**config.mk**
```make
export PLATFORM = sky130hd
export DESIGN_NAME = bakhshali_square_root
export DESIGN_NICKNAME = d
export VERILOG_FILES = /design/src/rtl/bsr_pkg.sv /design/src/rtl/bakhshali_square_root.sv /design/src/rtl/bsr_div.sv
export SDC_FILE = /design/constraint.sdc
export NUM_CORES = 1
export LEC_CHECK = 0
export BUFFER_PORTS_ARGS = -buffer_cell sky130_fd_sc_hd__buf_2
export CELL_PAD_IN_SITES_DETAIL_PLACEMENT = 0
export CELL_PAD_IN_SITES_GLOBAL_PLACEMENT = 1
export CORE_MARGIN = 1.5
export CORE_UTILIZATION = 54
export CTS_CLUSTER_DIAMETER = 50
export DETAILED_ROUTE_END_ITERATION = 8
export GPL_TIMING_DRIVEN = 0
export PLACE_DENSITY = 0.85
export SYNTH_ARGS = -nofsm -noshare
export SYNTH_HDL_FRONTEND = slang
export SYNTH_SLANG_ARGS = --single-unit
```
**constraint.sdc**
```tcl
create_clock -name i_clk -period 27.2 [get_ports i_clk]
set_input_delay 5.44 -clock i_clk [delete_from_list [all_inputs] [get_ports i_clk]]
set_output_delay 5.44 -clock i_clk [all_outputs]
set_load 0.01 [all_outputs]
```
**src/rtl/bsr_pkg.sv**
```systemverilog
// Shared types, constants and fixed-point helpers for the Bakhshali square root.
// No dependencies.
package bsr_pkg;

    localparam int TOTAL_BITS = 16;
    localparam int FRAC_BITS  = 8;
    localparam int DIVD_BITS  = TOTAL_BITS + FRAC_BITS;
    localparam int CNT_BITS   = $clog2(DIVD_BITS);

    typedef logic signed [TOTAL_BITS-1:0] t_fx;

    typedef enum logic [1:0] {
        CFG_START_GUESS = 2'd0,
        CFG_STOP_TOL    = 2'd1,
        CFG_ITER_LIMIT  = 2'd2
    } t_cfg_idx;

    typedef enum logic [2:0] {
        ST_IDLE,
        ST_CHECK,
        ST_MUL1,
        ST_DIV1,
        ST_BSTEP,
        ST_DIV2,
        ST_DONE
    } t_state;

    // Divider request: magnitudes plus sign of the result.
    typedef struct packed {
        logic                  start;
        logic [DIVD_BITS-1:0]  dividend;
        logic [TOTAL_BITS-1:0] divisor;
        logic                  neg;
    } t_div_req;

    localparam logic signed [TOTAL_BITS:0] FX_MAX = (17'sd1 <<< (TOTAL_BITS-1)) - 17'sd1;
    localparam logic signed [TOTAL_BITS:0] FX_MIN = -(17'sd1 <<< (TOTAL_BITS-1));

    // Saturate a sum that grew by one bit.
    function automatic t_fx sat17(input logic signed [TOTAL_BITS:0] v);
        t_fx r;
        if (v > FX_MAX)      r = FX_MAX[TOTAL_BITS-1:0];
        else if (v < FX_MIN) r = FX_MIN[TOTAL_BITS-1:0];
        else                 r = v[TOTAL_BITS-1:0];
        return r;
    endfunction

    // Fixed-point product, truncated toward zero, saturated.
    function automatic t_fx fx_mul(input t_fx p, input t_fx q);
        logic signed [2*TOTAL_BITS-1:0] pr;
        logic signed [2*TOTAL_BITS-1:0] adj;
        logic signed [2*TOTAL_BITS-1:0] sh;
        t_fx r;
        pr  = p * q;
        adj = pr[2*TOTAL_BITS-1] ? pr + ((2*TOTAL_BITS)'(1) <<< FRAC_BITS) - 1 : pr;
        sh  = adj >>> FRAC_BITS;
        if (sh > 32'(FX_MAX))      r = FX_MAX[TOTAL_BITS-1:0];
        else if (sh < 32'(FX_MIN)) r = FX_MIN[TOTAL_BITS-1:0];
        else                       r = sh[TOTAL_BITS-1:0];
        return r;
    endfunction

    function automatic logic [TOTAL_BITS-1:0] fx_abs(input t_fx v);
        return v[TOTAL_BITS-1] ? TOTAL_BITS'(-v) : TOTAL_BITS'(v);
    endfunction

endpackage

```
**src/rtl/bakhshali_square_root.sv**
```systemverilog
// Bakhshali square root: Q8.8 radicand in, root estimate and status out.
// Each iteration runs check, multiply, two serial divisions on one shared divider and the
// b step; the limit or a zero guess ends the run at a check, and a zero 2b ends it in the
// b step.
// Throughput: one word at a time; not ready until the result word is taken.
// Reset (synchronous, active low): idle, start_guess 1.0, tolerance 1 LSB,
// iteration limit 1000.
module bakhshali_square_root (
    input  logic        i_clk,
    input  logic        i_rst_n,
    // config write port
    input  logic        i_cfg_we,
    input  logic [1:0]  i_cfg_addr,
    input  logic [14:0] i_cfg_data,
    // input stream
    input  logic        i_s_axis_tvalid,
    output logic        o_s_axis_tready,
    input  logic [15:0] i_s_axis_tdata,   // [14:0] radicand, [15] zero
    // output stream
    output logic        o_m_axis_tvalid,
    input  logic        i_m_axis_tready,
    output logic [31:0] o_m_axis_tdata    // [15:0] root, [25:16] steps_done,
                                          // [26] converged, [27] divide_fault
);
    import bsr_pkg::*;

    // config registers
    logic [14:0] r_start, r_tol;
    logic [9:0]  r_limit;

    // working state for one radicand
    t_state r_state, n_state;
    t_fx    r_s, r_x, r_a, r_b;
    logic [9:0] r_it;
    logic   r_conv, r_fault;

    // shared multiplier: x*x in MUL1, a*a in BSTEP
    t_fx    w_mop, w_prod;
    t_fx    w_t, w_d1, w_bn, w_d2, w_xn;
    logic [TOTAL_BITS-1:0] w_amag;

    t_div_req w_req;
    logic     w_ddone;
    t_fx      w_quo;

    bsr_div u_div (
        .i_clk   (i_clk),
        .i_rst_n (i_rst_n),
        .i_req   (w_req),
        .o_done  (w_ddone),
        .o_quo   (w_quo)
    );

    assign w_mop  = (r_state == ST_BSTEP) ? r_a : r_x;
    assign w_prod = fx_mul(w_mop, w_mop);
    assign w_t    = sat17($signed({r_s[TOTAL_BITS-1], r_s}) - $signed({w_prod[TOTAL_BITS-1], w_prod}));
    assign w_d1   = sat17($signed({r_x, 1'b0}));
    assign w_bn   = sat17($signed({r_x[TOTAL_BITS-1], r_x}) + $signed({r_a[TOTAL_BITS-1], r_a}));
    assign w_d2   = sat17($signed({w_bn, 1'b0}));
    assign w_xn   = sat17($signed({r_b[TOTAL_BITS-1], r_b}) - $signed({w_quo[TOTAL_BITS-1], w_quo}));
    assign w_amag = fx_abs(r_a);

    // divider requests
    always_comb begin
        w_req = '0;
        if (r_state == ST_MUL1) begin
            w_req.start    = 1'b1;
            w_req.dividend = {fx_abs(w_t), FRAC_BITS'(0)};
            w_req.divisor  = fx_abs(w_d1);
            w_req.neg      = w_t[TOTAL_BITS-1] ^ w_d1[TOTAL_BITS-1];
        end else if (r_state == ST_BSTEP && w_bn != '0) begin
            w_req.start    = 1'b1;
            w_req.dividend = {fx_abs(w_prod), FRAC_BITS'(0)};
            w_req.divisor  = fx_abs(w_d2);
            w_req.neg      = w_prod[TOTAL_BITS-1] ^ w_d2[TOTAL_BITS-1];
        end
    end

    // next state
    always_comb begin
        n_state = r_state;
        unique case (r_state)
            ST_IDLE:  if (i_s_axis_tvalid) n_state = ST_CHECK;
            ST_CHECK: begin
                if (r_it >= r_limit || r_x == '0) n_state = ST_DONE;
                else                              n_state = ST_MUL1;
            end
            ST_MUL1:  n_state = ST_DIV1;
            ST_DIV1:  if (w_ddone) n_state = ST_BSTEP;
            ST_BSTEP: n_state = (w_bn == '0) ? ST_DONE : ST_DIV2;
            ST_DIV2: begin
                if (w_ddone) begin
                    // tolerance test on |a|; a pass ends the run uncounted
                    if ({1'b0, w_amag} < {2'b0, r_tol}) n_state = ST_DONE;
                    else                                n_state = ST_CHECK;
                end
            end
            ST_DONE:  if (i_m_axis_tready) n_state = ST_IDLE;
            default:  n_state = ST_IDLE;
        endcase
    end

    // port outputs
    always_comb begin
        o_s_axis_tready = 1'b0;
        o_m_axis_tvalid = 1'b0;
        unique case (r_state)
            ST_IDLE: o_s_axis_tready = 1'b1;
            ST_DONE: o_m_axis_tvalid = 1'b1;
            default: ;
        endcase
    end

    assign o_m_axis_tdata = {4'b0, r_fault, r_conv, r_it, r_x};

    always_ff @(posedge i_clk) begin
        if (!i_rst_n) begin
            r_state <= ST_IDLE;
            r_start <= 15'd256;
            r_tol   <= 15'd1;
            r_limit <= 10'd1000;
        end else begin
            r_state <= n_state;
            if (i_cfg_we) begin
                unique case (i_cfg_addr)
                    CFG_START_GUESS: r_start <= i_cfg_data;
                    CFG_STOP_TOL:    r_tol   <= i_cfg_data;
                    CFG_ITER_LIMIT:  r_limit <= i_cfg_data[9:0];
                    default: ;
                endcase
            end
        end

        case (r_state)
            ST_IDLE: begin
                r_s     <= {1'b0, i_s_axis_tdata[14:0]};
                r_x     <= {1'b0, r_start};
                r_it    <= '0;
                r_conv  <= 1'b0;
                r_fault <= 1'b0;
            end
            ST_CHECK: if (r_it < r_limit && r_x == '0) r_fault <= 1'b1;
            ST_DIV1:  if (w_ddone) r_a <= w_quo;
            ST_BSTEP: begin
                r_b <= w_bn;
                if (w_bn == '0) r_fault <= 1'b1;
            end
            ST_DIV2: begin
                if (w_ddone) begin
                    r_x <= w_xn;
                    if ({1'b0, w_amag} < {2'b0, r_tol}) r_conv <= 1'b1;
                    else                                r_it   <= r_it + 1'b1;
                end
            end
            default: ;
        endcase
    end

endmodule

```
**src/rtl/bsr_div.sv**
```systemverilog
// Restoring divider, one quotient bit per cycle, signed saturated result.
// Depends on bsr_pkg.
module bsr_div (
    input  logic              i_clk,
    input  logic              i_rst_n,
    input  bsr_pkg::t_div_req i_req,
    output logic              o_done,
    output bsr_pkg::t_fx      o_quo
);
    import bsr_pkg::*;

    logic [TOTAL_BITS-1:0] r_rem, n_rem;
    logic [DIVD_BITS-1:0]  r_quo, n_quo;
    logic [TOTAL_BITS-1:0] r_div;
    logic                  r_neg;
    logic                  r_busy, n_busy;
    logic                  r_fin, n_fin;
    logic [CNT_BITS-1:0]   r_cnt, n_cnt;
    logic [TOTAL_BITS:0]   w_sh;
    logic                  w_ge;
    logic signed [DIVD_BITS:0] w_sq;

    assign w_sh = {r_rem, r_quo[DIVD_BITS-1]};
    assign w_ge = w_sh >= {1'b0, r_div};

    always_comb begin
        n_rem  = r_rem;
        n_quo  = r_quo;
        n_busy = r_busy;
        n_fin  = 1'b0;
        n_cnt  = r_cnt;
        if (i_req.start) begin
            n_rem  = '0;
            n_quo  = i_req.dividend;
            n_busy = 1'b1;
            n_cnt  = '0;
        end else if (r_busy) begin
            n_rem = w_ge ? TOTAL_BITS'(w_sh - {1'b0, r_div}) : w_sh[TOTAL_BITS-1:0];
            n_quo = {r_quo[DIVD_BITS-2:0], w_ge};
            n_cnt = r_cnt + 1'b1;
            if (r_cnt == CNT_BITS'(DIVD_BITS-1)) begin
                n_busy = 1'b0;
                n_fin  = 1'b1;
            end
        end
    end

    always_ff @(posedge i_clk) begin
        if (!i_rst_n) begin
            r_busy <= 1'b0;
            r_fin  <= 1'b0;
            r_cnt  <= '0;
        end else begin
            r_busy <= n_busy;
            r_fin  <= n_fin;
            r_cnt  <= n_cnt;
        end
        r_rem <= n_rem;
        r_quo <= n_quo;
        if (i_req.start) begin
            r_div <= i_req.divisor;
            r_neg <= i_req.neg;
        end
    end

    // apply sign, then clamp to the fixed-point range
    always_comb begin
        w_sq = r_neg ? -$signed({1'b0, r_quo}) : $signed({1'b0, r_quo});
        if (w_sq > (DIVD_BITS+1)'(FX_MAX))      o_quo = FX_MAX[TOTAL_BITS-1:0];
        else if (w_sq < (DIVD_BITS+1)'(FX_MIN)) o_quo = FX_MIN[TOTAL_BITS-1:0];
        else                                    o_quo = w_sq[TOTAL_BITS-1:0];
    end

    assign o_done = r_fin;

endmodule
```
Word level (Yosys, flattened, before mapping)
Cells that the tools add are included.
Operators by class
  multiplexer cells: 52
  $lt $le $gt $ge: 18
  reductions and logical operators: 22
  eq/ne operators: 17
  multipliers: 1
  bitwise operators: 4
  $add $sub $neg: 14
Operators by type and width (count)
  $mux 16: 22
  $gt 17x16->1 const B: 5
  $lt 17x16->1 const B: 5
  $mux 42: 2
  $neg 16->16: 5
  $mux 24: 2
  $sub 16x16->17: 2
  $add 32x10->32 const B: 1
  $logic_not 16->1: 2
  $mul 16x16->32: 1
  $mux 32: 1
  $pmux 16 s2: 1
  $sub 32x2->32 const B: 1
  $gt 25x16->1 const B: 1
  $lt 25x16->1 const B: 1
  $mux 25: 1
  $neg 24->25: 1
  $gt 24x16->1 const B: 1
  $lt 24x16->1 const B: 1
  $pmux 3 s7: 1
  $mux 10: 2
  $pmux 10 s2: 1
  $mux 3: 6
  $add 16x16->17: 1
  33 further kinds: 61
Storage, ports and cells
  input bits: 38
  logic and storage cells: 146
  bits in registers: 182
  output and inout port bits: 34

Longest topological paths before layout
Gate-level depths: netlist of the first run.
  word-level depth: 17
  depth in mapped cells: 55

Modules after synthesis
A second synthesis of the first run with hierarchy kept.
Unflattened totals
  cell total of the unflattened synthesis: 3013
  area, all modules: 25411.9 µm²
Modules (own cells, without submodules)
  bakhshali_square_root: cells each 2608, area each 21277.9 µm², times used 1, sequential area each 3113.0 µm²
  bsr_div: cells each 405, area each 4134.0 µm², times used 1, sequential area each 1691.6 µm²

Worst setup path before layout of the first run
OpenSTA, ideal clock, no wires.
  path type: flip-flop to flip-flop
  from: register r_state[1]
  to: register u_div.r_quo[20], data pin
  path buffers: 9
  data required time: 26.930 ns
  arrival: 12.504 ns
  cell stages (with the launch flop): 49
  setup slack: 14.426 ns
  clock period less this slack: 12.774 ns
  cells stage by stage: dfxtp_1 > buf_2 > nor3b_2 > buf_4 > buf_1 > mux2_2 > clkbuf_1 > nand2_1 > inv_1 > fa_1 > fa_1 > inv_1 > fa_1 > inv_1 > fa_1 > fa_1 > inv_1 > fa_1 > [13 not listed] > a21oi_1 > ha_1 > clkbuf_1 > a21oi_1 > nor2b_1 > or3_4 > or3_1 > o31a_1 > or2_1 > buf_6 > a21boi_1 > ha_1 > nand2_1 > o31ai_1 > o2111a_1 > a31oi_1 > xor2_1 > a21oi_1
On the way
  longest elaborated chain between the ends: 17
RTL lines
  start: declaration: line bakhshali_square_root.sv:32  | t_state r_state, n_state;
  start signal: assignment: line bakhshali_square_root.sv:123  | r_state <= n_state;
  $eq 3x3->1: line bakhshali_square_root.sv:54, bakhshali_square_root.sv:71
  $mux 16: line bakhshali_square_root.sv:54  | assign w_mop = (r_state == ST_BSTEP) ? r_a : r_x;
  $mul 16x16->32: line bsr_pkg.sv:54  | pr = p * q;
  $add 32x10->32: line bsr_pkg.sv:55  | adj = pr[2*TOTAL_BITS-1] ? pr + ((2*TOTAL_BITS)'(1) <<< FRAC_BITS) - 1 : pr;
  $sub 32x2->32: line bsr_pkg.sv:55
  $mux 32: line bsr_pkg.sv:55
  $lt 24x16->1: line bsr_pkg.sv:58  | else if (sh < 32'(FX_MIN)) r = FX_MIN[TOTAL_BITS-1:0];
  $mux 16: line bsr_pkg.sv:58
  [2 not listed]
  $lt 17x16->1: line bsr_pkg.sv:43  | else if (v < FX_MIN) r = FX_MIN[TOTAL_BITS-1:0];
  $mux 16: line bsr_pkg.sv:43
  $mux 16: line bsr_pkg.sv:42  | if (v > FX_MAX) r = FX_MAX[TOTAL_BITS-1:0];
  $neg 16->16: line bsr_pkg.sv:64  | return v[TOTAL_BITS-1] ? TOTAL_BITS'(-v) : TOTAL_BITS'(v);
  $mux 16: line bsr_pkg.sv:64
  $mux 42 (*): line bakhshali_square_root.sv:66  | if (r_state == ST_MUL1) begin
  $mux 24 (*): line bsr_div.sv:32  | if (i_req.start) begin
  named net u_div.n_quo[20]: line bsr_div.sv:13  | logic [DIVD_BITS-1:0] r_quo, n_quo;
  end signal: assignment: line bsr_div.sv:59  | r_quo <= n_quo;
  end: declaration: line bsr_div.sv:13
The timed path passes the listed nets; every way through them passes the cells marked *.
A chain may end at the register's enable or synchronous reset.

Worst setup path in the final report of the first run
  from: register r_state[1]
  to: register u_div.r_quo[22], data pin
The elaborated chain is that of the path after synthesis.

==> results.cfg, run 1 <==
[final_layout]
areaGrowthSynthToFinish_pct = 6.91
drive_gt1_share_pct = 7.48
final_area_um2 = 26600
antennaDiodeCount = 0
final_util_pct = 58.6
layout.nets = 3461

[setup_path]
crit_slowest_cell = mux2i_1
r2r-start = r_state[1]$_SDFFE_PN0P_
critPathArrivalTime_ns = 15.20
start_kind = flip-flop
cp_max_fo = 10
rr_endpoint = u_div.r_quo[22]$_DFFE_PP_
worst_ep_required_time_ns = 27.43
crit_path_start = r_state[1]$_SDFFE_PN0P_
critPathKind = flip-flop to flip-flop
worst-r2r-setup-slack_ns = 12.23
worstRegToRegCells = 47
slowest_delay_ns = 1.08
critPathCaptureType = flip-flop
crit_path_frequent_cell = fa_1

[synthesis]
yosysTopAreaCell = fa_1
synthTopCellsByArea = fa_1 (19%), edfxtp_1 (14%), ha_1 (9.0%)
synth_edf_count = 116
synth.distinct_cells = 117
synth-seq-cells = 182
yosysWarnings = 0
synth_flop_cell = edfxtp_1
avgSynthCellArea_um2 = 8.52
ys_top_cells_by_count = inv_1 (417), nand2_1 (335), fa_1 (237)
yosysSeqAreaShare_pct = 19.3
synth_top_area_share_pct = 19.1
synthArstFlopShare_pct = 0
synth_area_um2 = 24900
syn_inst = 2918
yosysMostFrequentCell = inv_1

[routing]
antenna_left = 0
wire_per_inst_um = 21.4
drtIter0Drc = 1603
drc_errors = 0
route.vias.total = 21518
vias_per_cell = 5.94
firstDrtPassIters = 5
drt-total-wl_mm = 77.4

[grt]
grt_pass1_vias = 21020
antenna_found_initial = 0
grt_max_degree = 27
track_usage_pct = 33.6
grt_pass1_wl_mm = 121
gr-total-overflow = 0

[sta]
rsz0062_at_grt = false
layout_min_cycle_time_ns = 14.97
slew_viol_final = 0
finalCritPeriodShare_pct = 55.0
max_freq_mhz = 66.8
tightest_slew_ns = 1.38
tns_ns = 0
relSlewSlack_pct = 5.49
finalHoldViolCount = 0
fin_skew_ns = 0.0116
setup_viol = 0

[clocking]
cts_sinks = 182
ctsResizeCount = 0
cts_tree = yes
htree_levels = 4
cts_buffer_depth = 2
clk_pin_slew_ns = 0.08
hold_buffers = 0
clk_latency_ns = 0.49
cts_buffers = 17
clock-root-buffer = clkbuf_16
cts_setup_buffers = 0

[floorplan]
ios = 72
row_count = 78
die_area_um2 = 47300
start_util_pct = 54.8
core_um2 = 45400
dieWidth_um = 218
die_h_um = 218

[outcome]
status = complete, no violations

[place]
routabilityCongestion = 0.951
portBuffers = 65
placed_cell_area_um2 = 26000
dpl.hpwl_mm = 63.7

[worst_hold_path]
min_to = r_tol[8]$_SDFFE_PN0P_
hp-start = r_tol[8]$_SDFFE_PN0P_
worstHoldPathType = flip-flop to flip-flop
holdPathStages = 2

[flow_run]
drv_cap = 0
==> state kept, by name, indices dropped and copies added (netlist names), 3 cells and up <==
register	count
r_a	16
r_b	16
r_it	10
r_limit	10
r_s	15
r_start	15
r_state	3
r_tol	15
r_x	16
u_div.r_cnt	5
u_div.r_div	16
u_div.r_quo	24
u_div.r_rem	16
==> kinds of logic (layout without fill, tap and decap cells) <==
| kind of cell | after synthesis | in the layout | synth area share (%) |
|---|---|---|---|
| compound gates | 677 | 677 | 18.9 |
| xor+xnor | 168 | 168 | 6.06 |
| fa+ha+maj | 443 | 443 | 29.2 |
| buf+inv | 548 | 647 | 8.65 |
| flops | 182 | 182 | 19.3 |
| mux | 34 | 34 | 1.48 |
| other cells | 1 | 4 | 0.0151 |
| simple gates | 865 | 865 | 16.4 |
==> layout make-up <==
cell class	instances	area (µm²)
buffer	124	563
clock buffer	18	450
clock inverter	14	148
fill	4156	18800
inverter	424	1590
multi-input combinational	2191	17900
sequential	182	4800
tap	600	751
timing repair buffer	67	348
==> cells in the final DEF (no fill, tap or decap), types with 14 or more instances in the layout <==
| cell | instances |
|---|---|
| ha_1 | 179 |
| o21ai_0 | 136 |
| nor2b_1 | 18 |
| a211oi_1 | 35 |
| xnor2_1 | 92 |
| nand4_1 | 19 |
| a31oi_1 | 20 |
| o21ai_1 | 14 |
| o211ai_1 | 28 |
| a21o_1 | 42 |
| nand2_1 | 335 |
| and2_1 | 26 |
| inv_1 | 417 |
| edfxtp_1 | 116 |
| clkbuf_16 | 18 |
| nor3_1 | 43 |
| a21boi_0 | 46 |
| and3_1 | 14 |
| maj3_1 | 27 |
| dfxtp_1 | 66 |
| o31ai_1 | 23 |
| xor2_1 | 73 |
| buf_2 | 76 |
| nand3_1 | 38 |
| or3_1 | 29 |
| clkbuf_1 | 83 |
| o22ai_1 | 15 |
| a21oi_1 | 156 |
| mux2i_1 | 20 |
| fa_1 | 237 |
| nand2b_1 | 24 |
| nor2_1 | 235 |
==> worst max-delay path, delay by kind of cell (launching register included) <==
kind | cells | cell delay [ns]
muxes | 1 | 1.08
buffers and inverters | 10 | 2.67
and+or+nand+nor | 11 | 2.65
adders and majority gates | 9 | 4.20
AOI/OAI and AO/OA | 16 | 3.84
DFF | 1 | 0.30
==> layer usage <==
metal	global-route usage (%)	wire length [µm]	share of wire, %	vias up
met2	51.7	34300	44	810
met1	47.1	34300	44	10454
met3	4.91	5430	7.0	150
met5	0	0	0	-
met4	14.5	3340	4.3	0
li1	-	-	-	10104
==> metrics by stage <==
| step | hold WS [ns] | instances | setup WS (ns) |
|---|---|---|---|
| final | 0.472 | 3620 | 12.23 |
| after global routing | 0.493 | 3620 | 11.13 |
| after CTS | 0.473 | 3620 | 12.42 |
| after detailed placement | 0.461 | 3588 | 12.47 |
| after global placement | 0.452 | 3586 | 11.94 |
| after floorplan | 0.441 | 2921 | 14.43 |
==> worst max path at each step <==
stage | endpoint | depth (start not counted)
floorplan | u_div.r_quo[20]$_DFFE_PP_ | 48
global placement | u_div.r_quo[20]$_DFFE_PP_ | 49
detailed placement | u_div.r_quo[20]$_DFFE_PP_ | 52
CTS | u_div.r_quo[20]$_DFFE_PP_ | 52
global route | u_div.r_quo[20]$_DFFE_PP_ | 51
finish | u_div.r_quo[22]$_DFFE_PP_ | 47
Power of run 1 is not shown: default switching activity piles up to over one toggle a cycle in this logic, so the estimate is an artifact.
==> run 2: changes to the inputs <==
--- a/config.mk
+++ b/config.mk
@@ -5,15 +5,16 @@
 export SDC_FILE = /design/constraint.sdc
 export NUM_CORES = 1
 export LEC_CHECK = 0
+export ABC_AREA = 1
 export BUFFER_PORTS_ARGS = -buffer_cell sky130_fd_sc_hd__buf_2
 export CELL_PAD_IN_SITES_DETAIL_PLACEMENT = 0
 export CELL_PAD_IN_SITES_GLOBAL_PLACEMENT = 1
 export CORE_MARGIN = 1.5
-export CORE_UTILIZATION = 54
+export CORE_UTILIZATION = 44
 export CTS_CLUSTER_DIAMETER = 50
 export DETAILED_ROUTE_END_ITERATION = 8
 export GPL_TIMING_DRIVEN = 0
-export PLACE_DENSITY = 0.85
+export PLACE_DENSITY = 0.77
 export SYNTH_ARGS = -nofsm -noshare
 export SYNTH_HDL_FRONTEND = slang
 export SYNTH_SLANG_ARGS = --single-unit
==> constraint.sdc (replaced) <==
create_clock -name i_clk -period 13.35 [get_ports i_clk]
set_input_delay 2.67 -clock i_clk [delete_from_list [all_inputs] [get_ports i_clk]]
set_output_delay 2.67 -clock i_clk [all_outputs]
set_load 0.01 [all_outputs]
==> run 2 against run 1 <==
  * Setup slack got worse by 11 ns
  * Maximum frequency rose by 21%
  * Die area rose by 20%
  * Non-clock buffer count fell by 41
  * Via count rose by 1.1%
  * Critical path depth rose by 17
  * Wire length fell by 7.0%
  * Count of clock-buffer cells in the layout did not move
  * Highest routed layer unchanged
==> results.cfg, run 2 <==
[worst_hold_path]
worstHoldPathType = flip-flop to flip-flop
holdPathStages = 2
min_to = r_limit[2]$_SDFFE_PN0P_
hp-start = r_limit[2]$_SDFFE_PN0P_

[final_layout]
largest_register_ffs = 24
drive_gt1_share_pct = 8.55
layout.nets = 3881
final_common_cell = inv_1
layout_common_cells = inv_1 (684), nand2_1 (643), nor2_1 (287), fa_1 (236), a21oi_1 (191)
antennaDiodeCount = 0
fillerInstances = 5569
areaGrowthSynthToFinish_pct = 8.36
largest_register = u_div.r_quo

[grt]
track_usage_pct = 25.8
grt_max_degree = 27
grt_pass1_wl_mm = 115
antenna_found_initial = 0
gr-total-overflow = 0
grt_pass1_vias = 21518

[clocking]
clock-root-buffer = clkbuf_16
cts_buffer_depth = 2
cts_buffers = 17
cts_tree = yes
htree_levels = 4
cts_sinks = 182
clk_latency_ns = 0.46
clk_pin_slew_ns = 0.08

[floorplan]
dieWidth_um = 239
ios = 72
die_area_um2 = 57000
core_um2 = 55000
start_util_pct = 44.4
die_h_um = 239
row_count = 86

[sta]
finalHoldViolCount = 0
fin_skew_ns = 0.0115
layout_min_cycle_time_ns = 12.33
max_freq_mhz = 81.1
holdWs_ns = 0.467
slew_viol_final = 0
relSlewSlack_pct = 23.3
setup_viol = 0
tns_ns = 0
tightest_slew_ns = 1.14
finalCritPeriodShare_pct = 92.3

[synthesis]
yosysSeqAreaShare_pct = 19.7
synth_area_um2 = 24400
ys_top_cells_by_count = inv_1 (684), nand2_1 (643), nor2_1 (290)
yosysWarnings = 0
synth_flop_cell = edfxtp_1
synthTopCellsByArea = fa_1 (19%), edfxtp_1 (14%), inv_1 (11%)
synthArstFlopShare_pct = 0
syn_inst = 3331
synth_top_area_share_pct = 19.4
avgSynthCellArea_um2 = 7.34
synth-seq-cells = 182
synth.distinct_cells = 62
yosysTopAreaCell = fa_1
yosysMostFrequentCell = inv_1
synth_edf_count = 116

[setup_path]
critPathCaptureType = flip-flop
critPathKind = flip-flop to flip-flop
crit_path_start = r_state[0]$_SDFFE_PN0P_
worst-r2r-setup-slack_ns = 1.02
crit_path_frequent_cell = nand2_1
critPathArrivalTime_ns = 12.55
r2r-start = r_state[0]$_SDFFE_PN0P_
rr_endpoint = u_div.r_quo[18]$_DFFE_PP_
cp.buffers_inverters = 18
critPathTopFamily = adder cells
worstRegToRegCells = 64
start_kind = flip-flop
cp_max_fo = 10
crit_slowest_cell = o21ai_1
worst_ep_required_time_ns = 13.57
slowest_delay_ns = 0.81

[place]
dpl.hpwl_mm = 60.3
routabilityCongestion = 0.926
portBuffers = 66

[routing]
firstDrtPassIters = 5
route.vias.total = 21759
drtIter0Drc = 1451
vias_per_cell = 5.20
antenna_left = 0
drt-total-wl_mm = 72.0
wire_per_inst_um = 17.2
drc_errors = 0

[outcome]
status = complete, no violations

[flow_run]
drv_cap = 0
run 2: worst reg2reg max path: cells and delay by family, from the launching register on:
kind,cells,cell delay [ns]
buf+inv,18,2.45
simple gates,36,4.25
fa+ha+maj,9,4.24
flops,1,0.35
compound gates,1,0.82
run 2: routing by layer:
metal  global-route usage, %  part of all wire, %  up-vias
li1                        -                    -    10700
met1                    37.0                   48    10359
met2                    41.3                   45      618
met3                    3.04                  5.5       82
met4                    6.44                  2.0        0
met5                       0                    0        -
run 2: worst max-delay path by stage:
| stage | to | slack (ns) | cells past startpoint |
|---|---|---|---|
| after floorplan | u_div.r_quo[22]$_DFFE_PP_ | 2.42 | 65 |
| after global placement | u_div.r_quo[22]$_DFFE_PP_ | -0.22 | 62 |
| after detailed placement | u_div.r_quo[22]$_DFFE_PP_ | -0.38 | 59 |
| after CTS | u_div.r_quo[22]$_DFFE_PP_ | 0.08 | 61 |
| after global routing | u_div.r_quo[22]$_DFFE_PP_ | -0.003 | 64 |
| final | u_div.r_quo[18]$_DFFE_PP_ | 1.02 | 64 |
run 2: kinds of logic after synthesis:
family	synth area share [%]
xor+xnor	4.09
buf+inv	12.8
flops	19.7
other cells	0.0153
simple gates	24.4
compound gates	10.5
fa+ha+maj	28.6
run 2: timing repair:
item / CTS / global route
endpoints found under the hold margin: 0 / 0
resized for setup: 5 / 24
setup buffers: 0 / 6
hold buffers: 0 / 0
pin swaps: 0 / 2
setup endpoints to repair: 6 / 15
run 2: final cells by class:
cell class | instances | area, µm² | share of cell area [%]
buffer | 75 | 357 | 1.35
clock buffer | 18 | 439 | 1.66
clock inverter | 14 | 131 | 0.496
inverter | 738 | 2770 | 10.5
multi-input combinational | 2338 | 16600 | 62.8
sequential | 182 | 4800 | 18.1
tap | 748 | 936 | 3.53
timing repair buffer | 75 | 413 | 1.56
run 2: per-stage QoR:
stage | instances | instance area [µm²] | setup slack [ns] | utilization (%)
2_1_floorplan | 3334 | 24400 | 2.42 | -
3_3_place_gp | 4148 | 25700 | -0.224 | 46.8
3_5_place_dp | 4151 | 25800 | -0.380 | 46.9
4_1_cts | 4183 | 26400 | 0.0793 | 47.9
5_1_grt | 4188 | 26500 | -0.00257 | 48.2
6_report | 4188 | 26500 | 1.02 | 48.2
Power of run 2 is left out for the same reason.
